--- config.mk ---
export PLATFORM = sky130hd
export DESIGN_NAME = length_prefixed_packet_deframer
export DESIGN_NICKNAME = d
export VERILOG_FILES = /design/src/rtl/lppd_pkg.sv /design/src/rtl/length_prefixed_packet_deframer.sv /design/src/rtl/lppd_parse.sv
export SDC_FILE = /design/constraint.sdc
export NUM_CORES = 1
export LEC_CHECK = 0
export BUFFER_PORTS_ARGS = -buffer_cell sky130_fd_sc_hd__buf_2
export CORE_AREA = 3 3 100 102
export CTS_CLUSTER_DIAMETER = 60
export DETAILED_ROUTE_END_ITERATION = 10
export DIE_AREA = 0 0 103 105
export PLACE_DENSITY_LB_ADDON = 0.2
export SLEW_MARGIN = 20
export SYNTH_ARGS = -nofsm -noshare
export SYNTH_HDL_FRONTEND = slang
export SYNTH_SLANG_ARGS = --single-unit
--- constraint.sdc ---
create_clock -name clk -period 6.72 [get_ports clk]
set_input_delay 0 -clock clk [delete_from_list [all_inputs] [get_ports clk]]
set_output_delay 0 -clock clk [all_outputs]
set_load 0.02 [all_outputs]
--- src/rtl/lppd_pkg.sv ---
// Package for the length-prefixed packet deframer.
// Holds character codes, status codes and the result word type.
// No dependencies.
`timescale 1ns / 1ps
package lppd_pkg;

  localparam logic [7:0] CHAR_ZERO  = 8'h30;
  localparam logic [7:0] CHAR_NINE  = 8'h39;
  localparam logic [7:0] CHAR_SIX   = 8'h36;
  localparam logic [7:0] CHAR_COLON = 8'h3A;

  localparam logic [1:0] STATUS_OK      = 2'd0;
  localparam logic [1:0] STATUS_ERROR   = 2'd1;
  localparam logic [1:0] STATUS_BADTYPE = 2'd2;

  typedef struct packed {
    logic [2:0] packet_type;
    logic [7:0] data_byte;
    logic       has_data;
    logic       packet_last;
    logic [1:0] status;
  } result_t;

endpackage

--- src/rtl/length_prefixed_packet_deframer.sv ---
// Top level of the length-prefixed packet deframer.
// Depends on lppd_pkg and lppd_parse.
`timescale 1ns / 1ps
// Deframes a text payload of "<decimal length>:<type digit><data...>" packets,
// one byte word per cycle unless stalled. Each input word passes an input
// register, the parser decodes it against the framing state in one pass, and
// any result is captured in an output register. Throughput is one word per
// cycle while out_stall is low; out_valid rises once a result has moved from
// the parser into the output register. The output register's occupancy is
// the only thing that stalls the input. One result word per data byte, with the
// packet type and a last mark; a type digit with no data gives one word with
// has_data low. Length errors, zero lengths and non-digit types report status
// 1, a type digit 7..9 reports status 2, and either halts parsing until the
// word that carries in_payload_end, which always restarts the parser.
// LENGTH_BITS sets the width of the length counter; longer lengths are errors.
module length_prefixed_packet_deframer #(
  parameter int LENGTH_BITS = 20
) (
  input  logic       clk,
  input  logic       rst_n,
  input  logic       in_valid,
  output logic       in_stall,
  input  logic [7:0] in_payload_byte,
  input  logic       in_payload_end,
  output logic       out_valid,
  input  logic       out_stall,
  output logic [2:0] out_packet_type,
  output logic [7:0] out_data_byte,
  output logic       out_has_data,
  output logic       out_packet_last,
  output logic [1:0] out_status
);

  logic               s1_valid_r, s1_valid_nxt;
  logic [7:0]         s1_byte_r;
  logic               s1_end_r;
  logic               out_valid_r, out_valid_nxt;
  lppd_pkg::result_t  out_r;
  logic               out_ready;
  logic               s1_load;
  logic               step;
  logic               res_valid;
  lppd_pkg::result_t  res;

  // Output register frees up when empty or being taken this cycle.
  assign out_ready = !out_valid_r || !out_stall;
  // Advance the held word through the parser only when its result has a home.
  assign step      = s1_valid_r && out_ready;
  assign s1_load   = !s1_valid_r || out_ready;
  assign in_stall  = !s1_load;

  assign s1_valid_nxt  = s1_load ? in_valid : s1_valid_r;
  assign out_valid_nxt = out_ready ? (step && res_valid) : out_valid_r;

  lppd_parse #(
    .LENGTH_BITS (LENGTH_BITS)
  ) u_parse (
    .clk       (clk),
    .rst_n     (rst_n),
    .step      (step),
    .data_in   (s1_byte_r),
    .pend      (s1_end_r),
    .res_valid (res_valid),
    .res       (res)
  );

  always_ff @(posedge clk) begin
    if (!rst_n) begin
      s1_valid_r  <= 1'b0;
      out_valid_r <= 1'b0;
    end else begin
      s1_valid_r  <= s1_valid_nxt;
      out_valid_r <= out_valid_nxt;
    end
  end

  // Payload registers: load on acceptance, result register on a new result; hold otherwise.
  always_ff @(posedge clk) begin
    if (s1_load && in_valid) begin
      s1_byte_r <= in_payload_byte;
      s1_end_r  <= in_payload_end;
    end
    if (step && res_valid) begin
      out_r <= res;
    end
  end

  assign out_valid       = out_valid_r;
  assign out_packet_type = out_r.packet_type;
  assign out_data_byte   = out_r.data_byte;
  assign out_has_data    = out_r.has_data;
  assign out_packet_last = out_r.packet_last;
  assign out_status      = out_r.status;

endmodule

--- src/rtl/lppd_parse.sv ---
// Parser core: framing state and per-byte decode.
// Depends on lppd_pkg.
`timescale 1ns / 1ps
module lppd_parse #(
  parameter int LENGTH_BITS = 20
) (
  input  logic                clk,
  input  logic                rst_n,
  input  logic                step,
  input  logic [7:0]          data_in,
  input  logic                pend,
  output logic                res_valid,
  output lppd_pkg::result_t   res
);

  typedef enum logic [2:0] {
    PH_FIRST,
    PH_DIGITS,
    PH_BADLEN,
    PH_TYPE,
    PH_DATA
  } phase_t;

  phase_t                 phase_r, phase_nxt;
  logic [LENGTH_BITS-1:0] rem_r, rem_nxt;
  logic [2:0]             type_r, type_nxt;
  logic                   halted_r, halted_nxt;

  logic                   is_digit;
  logic [3:0]             digit;
  logic [7:0]             diff;
  logic [LENGTH_BITS+3:0] acc;
  logic                   acc_ovf;
  logic [LENGTH_BITS-1:0] rem_dec;

  assign is_digit = (data_in >= lppd_pkg::CHAR_ZERO) && (data_in <= lppd_pkg::CHAR_NINE);
  assign diff     = data_in - lppd_pkg::CHAR_ZERO;
  assign digit    = diff[3:0];
  // rem * 10 + digit, four bits of headroom
  assign acc      = ({4'b0, rem_r} << 3) + ({4'b0, rem_r} << 1)
                  + {{LENGTH_BITS{1'b0}}, digit};
  assign acc_ovf  = |acc[LENGTH_BITS+3:LENGTH_BITS];
  assign rem_dec  = rem_r - {{(LENGTH_BITS-1){1'b0}}, 1'b1};

  always_comb begin
    phase_nxt  = phase_r;
    rem_nxt    = rem_r;
    type_nxt   = type_r;
    halted_nxt = halted_r;
    res_valid  = 1'b0;
    res        = '0;
    if (!halted_r) begin
      unique case (phase_r)
        PH_FIRST: begin
          if (is_digit) begin
            rem_nxt   = {{(LENGTH_BITS-4){1'b0}}, digit};
            phase_nxt = PH_DIGITS;
          end else begin
            phase_nxt = PH_BADLEN;
          end
        end
        PH_DIGITS: begin
          if (is_digit) begin
            if (acc_ovf) phase_nxt = PH_BADLEN;
            else rem_nxt = acc[LENGTH_BITS-1:0];
          end else if (data_in == lppd_pkg::CHAR_COLON) begin
            if (rem_r == '0 || pend) begin
              res_valid  = 1'b1;
              res.status = lppd_pkg::STATUS_ERROR;
              halted_nxt = 1'b1;
            end else begin
              phase_nxt = PH_TYPE;
            end
          end else begin
            phase_nxt = PH_BADLEN;
          end
        end
        PH_BADLEN: begin
          if (data_in == lppd_pkg::CHAR_COLON) begin
            res_valid  = 1'b1;
            res.status = lppd_pkg::STATUS_ERROR;
            halted_nxt = 1'b1;
          end
        end
        PH_TYPE: begin
          if (!is_digit) begin
            res_valid  = 1'b1;
            res.status = lppd_pkg::STATUS_ERROR;
            halted_nxt = 1'b1;
          end else if (data_in > lppd_pkg::CHAR_SIX) begin
            res_valid  = 1'b1;
            res.status = lppd_pkg::STATUS_BADTYPE;
            halted_nxt = 1'b1;
          end else begin
            type_nxt = digit[2:0];
            rem_nxt  = rem_dec;
            if (rem_dec == '0 || pend) begin
              res_valid       = 1'b1;
              res.packet_type = digit[2:0];
              res.packet_last = 1'b1;
              res.status      = lppd_pkg::STATUS_OK;
              phase_nxt       = PH_FIRST;
              rem_nxt         = '0;
            end else begin
              phase_nxt = PH_DATA;
            end
          end
        end
        PH_DATA: begin
          rem_nxt         = rem_dec;
          res_valid       = 1'b1;
          res.packet_type = type_r;
          res.data_byte   = data_in;
          res.has_data    = 1'b1;
          res.packet_last = (rem_dec == '0) || pend;
          res.status      = lppd_pkg::STATUS_OK;
          if (res.packet_last) begin
            phase_nxt = PH_FIRST;
            rem_nxt   = '0;
          end
        end
        default: begin
          phase_nxt = PH_FIRST;
          rem_nxt   = '0;
        end
      endcase
    end
    if (pend) begin
      phase_nxt  = PH_FIRST;
      rem_nxt    = '0;
      type_nxt   = '0;
      halted_nxt = 1'b0;
    end
  end

  always_ff @(posedge clk) begin
    if (!rst_n) begin
      phase_r  <= PH_FIRST;
      rem_r    <= '0;
      type_r   <= '0;
      halted_r <= 1'b0;
    end else if (step) begin
      phase_r  <= phase_nxt;
      rem_r    <= rem_nxt;
      type_r   <= type_nxt;
      halted_r <= halted_nxt;
    end
  end

endmodule

After elaboration in Yosys (flattened, before gate mapping) --
Cells that the tools add are included.
Cells by class: add/sub/neg operators 4, equal/unequal tests 16, reduce and logical (&&, ||, !) cells 22, magnitude comparators 3, mux-type cells 56, bitwise operators 1
Operators with widths (count):
- two-way mux 20 bit | 8
- case mux 20 bit (5 select lines) | 1
- two-way mux 3 bit | 19
- zero test 20 bit | 2
- adder 23 x 21 -> 24 bit | 1
- adder 24 x 4 -> 24 bit | 1
- subtractor 20 x 1 -> 20 bit (second input constant) | 1
- two-way mux 1 bit | 17
- AND reduction 8 bit | 2
- case mux 3 bit (5 select lines) | 1
- != test 3 x 2 -> 1 bit (second input constant) | 4
- two-way mux 2 bit | 5
- == test 8 x 6 -> 1 bit (second input constant) | 1
- greater-or-equal comparator 8 x 6 -> 1 bit (second input constant) | 1
- > comparator 8 x 6 -> 1 bit (second input constant) | 1
- less-or-equal comparator 8 x 6 -> 1 bit (second input constant) | 1
- == test 3 x 2 -> 1 bit (second input constant) | 2
- != test 2 bit (second input constant) | 3
- != test 3 bit (second input constant) | 2
- case mux 2 bit (3 select lines) | 1
- case mux 3 bit (2 select lines) | 1
- != test 5 x 4 -> 1 bit (second input constant) | 1
- AND reduction 5 bit | 1
- logical AND 1 bit | 4
- 14 further kinds | 21
Word-level totals: register bits after elaboration 53, output and inout port bits 17, input port bits 13

Logic depth before layout (Yosys ltp) --
Gate-level depths: netlist (run 1).
depth after elaboration 9, mapped depth 15, mapped depth without buffers 13

Modules after synthesis --
Synthesis (run 1) repeated with hierarchy kept, for this count alone.
Second synthesis, totals: cells, all modules 492, area, all modules 4360.4 um^2
By module, submodules not included:
- lppd_parse | sequential area each 540.5 um^2, cells each 458, times used 1, area each 3548.4 um^2
- length_prefixed_packet_deframer | sequential area each 760.7 um^2, cells each 34, times used 1, area each 812.0 um^2

Least setup slack after synthesis (run 1) --
No wires, ideal clock.
kind reg2reg, start reg u_parse.rem_r[0], end reg out_r (netlist bit out_data_byte[0]) (enable), arrival 3.891 ns, setup slack 2.443 ns, required time 6.334 ns, buffers on the path 3, cell stages (with the launch flop) 15, clock period less this slack 4.277 ns, setup time 0.386 ns, cells stage by stage dfxtp_1 clkbuf_1 inv_1 ha_1 buf_2 or4b_1 buf_2 or4_4 or4b_1 a21oi_1 o2111ai_1 nor2b_4 a21o_1 a21o_1 nor2_1
Between the ends: cells in the longest elaborated chain, start to end 9, elaborated cells between the ends (all ways) 14, classes of those cells add/sub: 1; mux: 8; reduce/logical: 5
RTL lines:
- start: declaration | line lppd_parse.sv:25 | logic [LENGTH_BITS-1:0] rem_r, rem_nxt;
- start signal: assignment | line lppd_parse.sv:144 | rem_r <= rem_nxt;
- subtractor 20 x 1 -> 20 bit | line lppd_parse.sv:43 | assign rem_dec = rem_r - {{(LENGTH_BITS-1){1'b0}}, 1'b1};
- zero test 20 bit | line lppd_parse.sv:97 | if (rem_dec == '0 || pend) begin
- logical OR 1 bit | line lppd_parse.sv:97
- two-way mux 1 bit | line lppd_parse.sv:97
- two-way mux 1 bit | line lppd_parse.sv:90 | end else if (data_in > lppd_pkg::CHAR_SIX) begin
- two-way mux 1 bit | line lppd_parse.sv:86 | if (!is_digit) begin
- case mux 1 bit (4 select lines) * | line lppd_parse.sv:53 | unique case (phase_r)
- two-way mux 1 bit * | line lppd_parse.sv:52 | if (!halted_r) begin
- logical AND 1 bit * | line length_prefixed_packet_deframer.sv:83 | if (step && res_valid) begin
- end signal: assignment | line length_prefixed_packet_deframer.sv:84 | out_r <= res;
- end: declaration | line length_prefixed_packet_deframer.sv:38 | lppd_pkg::result_t out_r;
Every way passes the cells marked *; elsewhere a longest branch is shown, timed or not. A chain may end at the register's enable or synchronous reset.

Worst setup path after layout (run 1) --
start reg u_parse.rem_r[1], end reg out_r (netlist bit out_packet_type[1]) (enable)
Same word-level chain as after synthesis.

==> results of run 1 <==
[sequential cells by signal, indices dropped and copies added (netlist names)]
register / count
out_data_byte: 8
out_has_data: 1
out_packet_last: 1
out_packet_type: 3
out_status: 2
out_valid: 1
s1_byte_r: 8
s1_end_r: 1
s1_valid_r: 1
u_parse.halted_r: 1
u_parse.phase_r: 3
u_parse.rem_r: 20
u_parse.type_r: 3
[layout make-up]
type,instances,area share [%]
clock inverters,3,0.533
multi-input cells,443,62.4
well taps,111,2.82
clock buffers,5,1.40
flip-flops and latches,53,26.4
inverters,13,0.990
repair buffers,42,5.48
[logic make-up (layout without fill, tap and decap cells)]
family,count (synthesis),after routing,synth area share (%)
AO/OA/AOI/OAI,130,130,18.6
XOR/XNOR,30,30,5.75
adder cells (fa/ha/maj),43,43,12.1
buffers and inverters,49,63,4.54
flip-flops,53,53,28.5
multiplexers,29,29,6.43
AND/OR/NAND/NOR,211,211,24.1
[power by group through the flow]
stage / Combinational [mW] / Sequential (mW) / Clock (mW)
after CTS: 0.0793 / 0.354 / 0.201
after detailed placement: 0.0740 / 0.361 / 0
after global routing: 0.0887 / 0.355 / 0.212
after floorplan: 0.0616 / 0.354 / 0
after global placement: 0.0726 / 0.361 / 0
final: 0.0797 / 0.354 / 0.194
[repair_timing]
| item | 4_1_cts | 5_1_grt |
|---|---|---|
| buffers inserted | 0 | 0 |
| hold buffers | 11 | 0 |
| endpoints found under the hold margin | 11 | 0 |
[per-layer routing]
| layer | track usage (%) | vias to the layer above |
|---|---|---|
| met1 | 30.3 | 1928 |
| met4 | 4.81 | 0 |
| met2 | 33.0 | 122 |
| li1 | - | 2029 |
| met3 | 3.54 | 14 |
| met5 | 0 | - |
[stage by stage]
| step | util (%) | std cells |
|---|---|---|
| floorplan | - | 545 |
| global placement | 51.3 | 651 |
| detailed placement | 51.3 | 651 |
| CTS | 53.6 | 670 |
| global route | 53.6 | 670 |
| finish | 53.6 | 670 |
[worst max-delay path, cell delays in order (launching register included)]
cell and delay (ps):
dfxtp_1 420, inv_1 120, ha_1 350, or4b_1 610
or4_4 600, or4b_1 480, a21oi_1 150, o2111ai_1 140
nor2b_4 190, a21o_1 210, a21o_1 190, nor2_2 550
[cells in the final DEF (no fill, tap or decap), drive strengths merged, types with 7 or more instances in the layout]
cell type	instances
edfxtp	24
nand3	11
nand2	67
mux2i	26
nor2b	12
dlygate4sd3	11
nor2	29
buf	31
a211oi	8
a21oi	30
inv	14
xor2	10
o22ai	11
nor4	7
o21ai	28
ha	41
nor3	15
dfxtp	29
xnor2	20
nand4	7
and2	17
nand2b	12
or4	7
a21o	8
[worst paths after layout]
kind,from,end,cells after the start
setup / recovery,u_parse.rem_r[1],out_packet_type[1],11
hold / removal,rst_n,u_parse.halted_r,2
setup reg to reg,u_parse.rem_r[1],out_packet_type[1],11
hold reg to reg,s1_valid_r,out_valid,2
==> impl_metrics.py, run 1 <==
metrics = {
    "flow_run": {
        "maxCapViolCount": 0,
    },
    "outcome": {
        "status": "completed",
    },
    "detailed_routing": {
        "drc": 0,
        "viasPerCell": 6.11,
        "highest_layer": "met4",
        "dr_total_vias": 4093,
        "wl_met3_um": 649,
        "routedWlPerCell_um": 16.7,
        "dr.pass1.iters": 4,
        "routed-wl-met2_um": 5190,
        "wl_met1_um": 5200,
        "drtIter0Drc": 251,
        "totalWireLength_um": 11200,
        "ant_nets": 0,
    },
    "synth": {
        "yosysMostFrequentCell": "nand2_1",
        "ys_async_sr_fraction_pct": 0,
        "synth-seq-cells": 53,
        "synth-seq-area-share_pct": 28.5,
        "syn_area_um2": 4570,
        "syn-num-nets": 601,
        "yosysTopAreaCellShare_pct": 15.8,
        "synth-main-ff-cell": "dfxtp_1",
        "ys_types": 65,
        "synth_edf_count": 24,
        "yosysWarningCount": 0,
        "avgSynthCellArea_um2": 8.39,
        "synthCells": 545,
        "yosys.area.top_type": "edfxtp_1",
        "yosys-top-cells-area": "edfxtp_1 16%, dfxtp_1 13%, ha_1 11%, mux2i_1 5.7%, nand2_1 5.5%",
        "synthTopCellsByCount": "67 x nand2_1, 41 x ha_1, 30 x a21oi_1, 29 x dfxtp_1, 29 x nor2_1",
    },
    "timing": {
        "hold_viol": 0,
        "setup_viol": 0,
        "whs_ps": 235,
        "finalSetupTns_ps": 0,
        "min_period_over_period_pct": 65.2,
        "final_max_slew_viol_count": 0,
        "period_minus_slack_ps": 4380,
        "maxSlewHeadroom_pct": 47.1,
        "setup_ws_ps": 2340,
        "fmax_mhz": 228,
        "rsz0062_at_grt": "no",
        "fin_skew_ps": 15.2,
        "worstMarginPinSlew_ps": 789,
    },
    "layout": {
        "regArea_um2": 1300,
        "syn2layout_area_growth_pct": 7.80,
        "antennaDiodeCount": 0,
        "final_nets": 614,
        "drive_gt1_share_pct": 8.94,
        "finalInstanceArea_um2": 4930,
        "multiInputGateArea_um2": 3070,
        "n_fill_cell": 884,
    },
    "critical_path": {
        "cp_max_fo": 15,
        "critPathKind": "flop to flop",
        "critPathLaunchType": "flop",
        "end_kind": "flop",
        "ff2ff_setup_slack_ps": 2340,
        "required_ps": 6680,
        "crit_arrival_ps": 4340,
    },
    "placement": {
        "dpl_worst_slack_ps": 2010,
        "port_buffers": 29,
        "placed_area_um2": 4720,
        "finalWeightedCongestion": 0.887,
        "dp_hpwl_um": 8240,
    },
    "global_routing": {
        "first_global_vias": 3813,
        "gr-total-overflow": 0,
        "track_usage_pct": 21.1,
        "grt_pass1_wl_um": 18600,
        "grt_max_degree": 36,
        "antenna_found_initial": 0,
    },
    "floorplan": {
        "die_w_um": 103,
        "die_area_um2": 10800,
        "start_util_pct": 49.7,
        "io_pins": 30,
        "die_y_um": 105,
        "core_region_area_um2": 9200,
        "row_count": 35,
    },
    "cts": {
        "cts.htree.levels": 2,
        "clock_sinks": 53,
        "cts.repair.resized": 0,
        "clk_pin_slew_ps": 110,
        "clock-root-buffer": "clkbuf_8",
        "cts_buffer_depth": 2,
        "cts_tree": "yes",
        "worstSkewPairLatency_ps": 320,
        "numCtsBuffers": 5,
    },
    "pwr": {
        "p_seq_share_pct": 56.4,
        "p_comb_share_pct": 12.7,
        "p_sw_mw": 0.175,
        "powerDensity_nw_per_um2": 127,
        "irDropWorstVdd_mv": 0.0809,
        "p_leak_nw": 1.97,
        "p_int_mw": 0.453,
        "clockPowerShare_pct": 30.9,
        "power.share.switching_pct": 27.9,
        "finalPower_mw": 0.628,
    },
    "min_path": {
        "min_path_type": "input pin to flop",
    },
}
(Power assumes the default switching activity.)
==> run 2, diff against run 1 <==
Settings changed: ABC_AREA from default to 1, CORE_AREA 3 3 100 102 to 3 3 104 106, DIE_AREA 0 0 103 105 to 0 0 107 109.
Clock period 6.72 ns to 4.05 ns, I/O delays scaled along.
==> impl_metrics.py, run 2 <==
metrics = {
    "layout": {
        "largest_reg_flops": 20,
        "final_cell_mix": "232 x nand2_1, 121 x inv_1, 92 x nor2_1",
        "largest_register": "u_parse.rem_r",
        "finalInstanceArea_um2": 5390,
        "drive_gt1_share_pct": 8.70,
        "syn2layout_area_growth_pct": 9.18,
        "final_common_cell": "nand2_1",
        "fin_util_pct": 54.6,
        "final_nets": 871,
        "antennaDiodeCount": 0,
        "n_fill_cell": 1004,
    },
    "synth": {
        "yosysTopAreaCellShare_pct": 17.6,
        "yosys.area.top_type": "nand2_1",
        "synthTopCellsByCount": "232 x nand2_1, 121 x inv_1, 92 x nor2_1, 58 x a21oi_1, 58 x nand3_1",
        "synthCells": 779,
        "yosysMostFrequentCell": "nand2_1",
        "synth_edf_count": 24,
        "yosysWarningCount": 0,
        "ys_async_sr_fraction_pct": 0,
        "ys_types": 42,
        "yosys-top-cells-area": "nand2_1 18%, edfxtp_1 15%, dfxtp_1 12%, ha_1 10%, inv_1 9.2%",
        "synth-seq-area-share_pct": 26.4,
        "syn-num-nets": 835,
        "synth-seq-cells": 53,
        "syn_area_um2": 4930,
        "avgSynthCellArea_um2": 6.33,
        "synth-main-ff-cell": "dfxtp_1",
    },
    "cts": {
        "cts_tree": "yes",
        "worstSkewPairLatency_ps": 330,
        "numCtsBuffers": 5,
        "clock_sinks": 53,
        "cts_buffer_depth": 2,
        "clk_pin_slew_ps": 110,
        "cts.htree.levels": 2,
        "post-cts-setup-buffers": 0,
        "clock-root-buffer": "clkbuf_8",
    },
    "pwr": {
        "p_leak_nw": 2.92,
        "powerDensity_nw_per_um2": 249,
        "irDropWorstVdd_mv": 0.172,
    },
    "detailed_routing": {
        "totalWireLength_um": 13800,
        "viasPerCell": 5.42,
        "drc": 0,
        "ant_nets": 0,
        "dr.pass1.iters": 5,
        "routedWlPerCell_um": 14.6,
        "drtIter0Drc": 391,
        "dr_total_vias": 5140,
    },
    "floorplan": {
        "die_y_um": 109,
        "row_count": 36,
        "start_util_pct": 50.0,
        "die_w_um": 107,
        "io_pins": 30,
        "core_region_area_um2": 9860,
        "die_area_um2": 11700,
    },
    "critical_path": {
        "critPathKind": "flop to flop",
        "critPathLaunchType": "flop",
        "required_ps": 4310,
        "crit_slowest_cell": "edfxtp_1",
        "cp_max_fo": 11,
        "slowest_delay_ps": 530,
        "rr_endpoint": "u_parse.rem_r[19]",
        "r2r_start": "s1_byte_r[2]",
        "cp_common_cell": "nand3_1",
        "ff2ff_setup_slack_ps": 580,
        "end_kind": "flop",
        "reg2reg_depth": 16,
        "crit_arrival_ps": 3730,
        "crit_chain": "ha_1 -> ha_1 -> inv_1 -> fa_1 -> inv_1 -> nand3_1 -> nand3_1 -> nand3_1 -> nand4_1 -> nand2_1 -> nor2_1 -> nand2_1 -> a21oi_4 -> buf_4 -> nand3_1 -> a21oi_1",
    },
    "timing": {
        "period_minus_slack_ps": 3470,
        "whs_ps": 378,
        "fmax_mhz": 288,
        "final_max_slew_viol_count": 0,
        "finalSetupTns_ps": 0,
        "hold_viol": 0,
        "setup_viol": 0,
        "rsz0062_at_grt": "no",
        "worstMarginPinSlew_ps": 818,
        "min_period_over_period_pct": 85.6,
        "fin_skew_ps": 13.5,
        "maxSlewHeadroom_pct": 45.4,
    },
    "placement": {
        "dp_hpwl_um": 10700,
        "placed_area_um2": 5170,
        "finalWeightedCongestion": 0.899,
        "port_buffers": 29,
    },
    "min_path": {
        "min_path_type": "input pin to flop",
        "min_path_cells": 2,
        "holdPathEnd": "s1_byte_r[3]",
        "hold_start": "in_payload_byte[3]",
    },
    "global_routing": {
        "grt_pass1_wl_um": 22400,
        "gr-total-overflow": 0,
        "antenna_found_initial": 0,
        "first_global_vias": 4568,
        "grt_max_degree": 45,
        "track_usage_pct": 23.9,
    },
    "flow_run": {
        "maxCapViolCount": 0,
    },
    "outcome": {
        "status": "completed",
    },
}
run 2: changes by cell type after synthesis, moves of 19 or more:
| cell | before | now |
|---|---|---|
| a21oi_1 | 30 | 58 |
| nand3_1 | 11 | 58 |
| mux2i_1 | 26 | 0 |
| nand2_1 | 67 | 232 |
| clkbuf_1 | 25 | 6 |
| nor2_1 | 29 | 92 |
| inv_1 | 13 | 121 |
run 2: final cells by class:
class	instances	area, um2	area share [%]
multi-input combinational	587	3080	57.1
sequential	53	1300	24.2
inverter	125	469	8.71
timing repair buffer	43	280	5.20
tap	133	166	3.09
clock buffer	5	68.8	1.28
clock inverter	3	26.3	0.488
run 2: where the power goes:
part           switching, mW  internal, mW  total, mW
Combinational          0.268         0.138      0.406
Sequential            0.0301         0.579      0.609
Clock                  0.200         0.127      0.327
Total                  0.498         0.844       1.34
run 2: cell families (layout without fill, tap and decap cells):
| kind of cell | Yosys count | in the layout | synth area share (%) |
|---|---|---|---|
| compound gates | 100 | 100 | 11.0 |
| xor+xnor | 4 | 4 | 0.710 |
| fa+ha+maj | 43 | 43 | 11.2 |
| buf+inv | 139 | 176 | 11.3 |
| flops | 53 | 53 | 26.4 |
| simple gates | 440 | 440 | 39.5 |
run 2: what timing repair did:
item                                   4_1_cts  5_1_grt
hold buffers                                12        0
endpoints found under the hold margin       18        0
resized for setup                            0        0
run 2: through the flow:
stage / std cells / setup WS, ps / power [mW]
detailed placement: 929 / 652 / 1.01
global placement: 929 / 753 / 1.00
finish: 949 / 583 / 1.34
floorplan: 779 / 1260 / 0.921
CTS: 949 / 636 / 1.34
global route: 949 / 344 / 1.42
run 2: worst max-delay path by stage:
stage / from / end / slack (ps)
3_5_place_dp: s1_byte_r[2] / u_parse.rem_r[15] / 650
5_1_grt: s1_byte_r[2] / u_parse.rem_r[15] / 340
2_1_floorplan: s1_byte_r[3] / u_parse.rem_r[2] / 1260
3_3_place_gp: s1_byte_r[2] / u_parse.rem_r[17] / 750
6_report: s1_byte_r[2] / u_parse.rem_r[19] / 580
4_1_cts: s1_byte_r[2] / u_parse.rem_r[7] / 640
run 2: per-layer routing:
| metal | share of wire [%] | GRT usage (%) |
|---|---|---|
| met1 | 47 | 35.1 |
| met2 | 44 | 36.5 |
| met3 | 7.5 | 3.37 |
| met4 | 2.1 | 7.03 |
| met5 | 0 | 0 |
run 2: critical path, delay by kind of cell (launching register included):
family | cells | cell delay [ps]
compound gates | 2 | 470
fa+ha+maj | 3 | 930
buf+inv | 3 | 490
flops | 1 | 530
simple gates | 8 | 970
==> run 3, diff against run 2 <==
Settings changed: CORE_AREA 3 3 104 106 to 3 3 103 105, DIE_AREA 0 0 107 109 to 0 0 106 108, SYNTH_HIERARCHICAL from default to 1.
==> impl_metrics.py, run 3 <==
metrics = {
    "placement": {
        "dp_hpwl_um": 10200,
        "finalWeightedCongestion": 0.945,
        "port_buffers": 29,
        "placed_area_um2": 5080,
        "dpl_worst_slack_ps": 696,
    },
    "layout": {
        "largest_register": "u_parse/rem_r",
        "final_nets": 843,
        "final_common_cell": "nand2_1",
        "largest_reg_flops": 20,
        "syn2layout_area_growth_pct": 9.76,
        "drive_gt1_share_pct": 9.40,
        "finalInstanceArea_um2": 5280,
        "final_cell_mix": "244 x nand2_1, 93 x inv_1, 85 x nor2_1",
        "antennaDiodeCount": 0,
        "n_fill_cell": 1001,
    },
    "synth": {
        "yosysMostFrequentCell": "nand2_1",
        "synthCells": 748,
        "syn-num-nets": 805,
        "ys_types": 39,
        "yosysTopAreaCellShare_pct": 19.1,
        "avgSynthCellArea_um2": 6.43,
        "yosysWarningCount": 6,
        "yosys.area.top_type": "nand2_1",
        "ys_async_sr_fraction_pct": 0,
        "synth-seq-cells": 53,
        "synthTopCellsByCount": "244 x nand2_1, 93 x inv_1, 85 x nor2_1, 58 x a21oi_1, 42 x ha_1",
        "synth-seq-area-share_pct": 27.1,
        "synth_edf_count": 24,
        "synth-main-ff-cell": "dfxtp_1",
        "syn_area_um2": 4810,
        "yosys-top-cells-area": "nand2_1 19%, edfxtp_1 15%, dfxtp_1 12%, ha_1 11%, inv_1 7.3%",
    },
    "pwr": {
        "p_leak_nw": 2.71,
        "clockPowerShare_pct": 27.2,
        "p_int_mw": 0.774,
        "power.share.switching_pct": 31.0,
        "irDropWorstVdd_mv": 0.132,
        "p_comb_share_pct": 20.7,
        "p_seq_share_pct": 52.1,
        "finalPower_mw": 1.12,
        "p_sw_mw": 0.347,
        "powerDensity_nw_per_um2": 213,
    },
    "min_path": {
        "holdPathEnd": "s1_valid_r",
        "hold_start": "out_stall",
        "min_path_type": "input pin to flop",
        "min_path_cells": 3,
    },
    "global_routing": {
        "grt_max_degree": 24,
        "track_usage_pct": 23.2,
        "first_global_vias": 4263,
        "gr-total-overflow": 0,
        "grt_pass1_wl_um": 21400,
        "antenna_found_initial": 0,
    },
    "timing": {
        "rsz0062_at_grt": "no",
        "maxSlewHeadroom_pct": 47.0,
        "fmax_mhz": 293,
        "hold_viol": 0,
        "worstMarginPinSlew_ps": 794,
        "whs_ps": 9.94,
        "fin_skew_ps": 5.21,
        "finalSetupTns_ps": 0,
        "period_minus_slack_ps": 3420,
        "setup_ws_ps": 634,
        "setup_viol": 0,
        "final_max_slew_viol_count": 0,
        "min_period_over_period_pct": 84.4,
    },
    "detailed_routing": {
        "totalWireLength_um": 12900,
        "drc": 0,
        "viasPerCell": 5.22,
        "ant_nets": 0,
        "drtIter0Drc": 363,
        "dr_total_vias": 4799,
        "dr.pass1.iters": 5,
        "routedWlPerCell_um": 14.1,
    },
    "cts": {
        "post-cts-setup-buffers": 0,
        "cts_tree": "yes",
        "clock_sinks": 53,
        "clk_pin_slew_ps": 100,
        "cts.htree.levels": 2,
        "numCtsBuffers": 5,
        "cts_buffer_depth": 2,
        "worstSkewPairLatency_ps": 310,
        "cts.repair.resized": 0,
        "clock-root-buffer": "clkbuf_8",
    },
    "outcome": {
        "status": "completed",
    },
    "critical_path": {
        "slowest_delay_ps": 490,
        "cp_max_fo": 21,
        "crit_slowest_cell": "dfxtp_1",
        "cp_common_cell": "nand2_1",
        "r2r_start": "u_parse/rem_r[2]",
        "critPathKind": "flop to flop",
        "reg2reg_depth": 21,
        "rr_endpoint": "u_parse/rem_r[15]",
        "critPathLaunchType": "flop",
        "crit_chain": "inv_2 -> fa_1 -> inv_1 -> ha_1 -> nand3_1 -> nand3_1 -> nand2_1 -> nand2_1 -> nand3_1 -> nand2_1 -> nand2_1 -> nand2_1 -> nor2_1 -> nand2_1 -> nand2_1 -> nand2_1 -> buf_4 -> nor2_2 -> buf_4 -> nand2_1 -> a21oi_1",
        "crit_arrival_ps": 3650,
        "ff2ff_setup_slack_ps": 630,
        "end_kind": "flop",
        "required_ps": 4280,
    },
    "floorplan": {
        "core_region_area_um2": 9730,
        "die_area_um2": 11400,
        "start_util_pct": 49.4,
        "die_y_um": 108,
        "die_w_um": 106,
        "io_pins": 30,
        "row_count": 36,
    },
    "flow_run": {
        "maxCapViolCount": 0,
    },
}
run 3: changes by cell type after synthesis, moves of 3 or more:
| cell | change |
|---|---|
| o21ai_1 | +17 |
| nor2_2 | +5 |
| nand3_1 | -28 |
| o21bai_1 | +8 |
| nand4_1 | -10 |
| inv_1 | -28 |
| nand2_1 | +12 |
| or2_2 | -3 |
| nor2_1 | -7 |
| o21ai_0 | +3 |
run 3: worst max-delay path by stage:
stage                     start                 to  cells after the start
5_1_grt        u_parse/rem_r[2]  u_parse/rem_r[15]                     21
3_5_place_dp   u_parse/rem_r[0]   u_parse/rem_r[5]                     21
2_1_floorplan  u_parse/rem_r[0]   out_data_byte[0]                     16
3_3_place_gp   u_parse/rem_r[0]  u_parse/rem_r[18]                     21
4_1_cts        u_parse/rem_r[0]  u_parse/rem_r[15]                     21
6_report       u_parse/rem_r[2]  u_parse/rem_r[15]                     21
run 3: metrics by stage:
step                      instances  utilization (%)
after floorplan                 748                -
after global placement          901             52.2
after detailed placement        901             52.2
after CTS                       920             54.2
after global routing            920             54.2
final                           920             54.2
run 3: layout make-up:
type                       count  area (um2)  area share (%)
inverter                      96         360            6.83
clock buffer                   6        72.6            1.38
timing repair buffer          44         285            5.41
tap                          133         166            3.15
multi-input combinational    586        3080            58.3
sequential                    53        1300            24.7
clock inverter                 2        15.0           0.285
run 3: critical path, delay by kind of cell, from the launching register on:
kind	cells	cell delay (ps)
compound gates	1	150
fa+ha+maj	2	800
flops	1	490
buf+inv	4	560
simple gates	14	1340
run 3: routing by layer:
metal  GRT usage, %  vias up  share of wire [%]
li1               -     2491                  -
met1           35.4     2122                 49
met2           34.9      167                 43
met3           2.75       19                7.2
met4           5.46        0                1.5
met5              0        -                  0
run 3: timing repair:
item	4_1_cts	5_1_grt
endpoints found under the setup margin	0	0
hold buffers	11	0
hold endpoints to repair	15	0
run 3: cell families (layout without fill, tap and decap cells):
logic type / count (synthesis) / after routing / share of synthesized area, %
simple gates: 413 / 413 / 37.4
flops: 53 / 53 / 27.1
compound gates: 124 / 124 / 13.8
buf+inv: 109 / 148 / 9.06
fa+ha+maj: 44 / 44 / 11.8
xor+xnor: 5 / 5 / 0.911
run 3: power groups by stage:
stage               registers, mW  logic, mW  clock network (mW)
floorplan                   0.593      0.167                   0
global placement            0.596      0.217                   0
detailed placement          0.597      0.219                   0
CTS                         0.584      0.229               0.310
global route                0.587      0.262               0.332
finish                      0.585      0.232               0.305
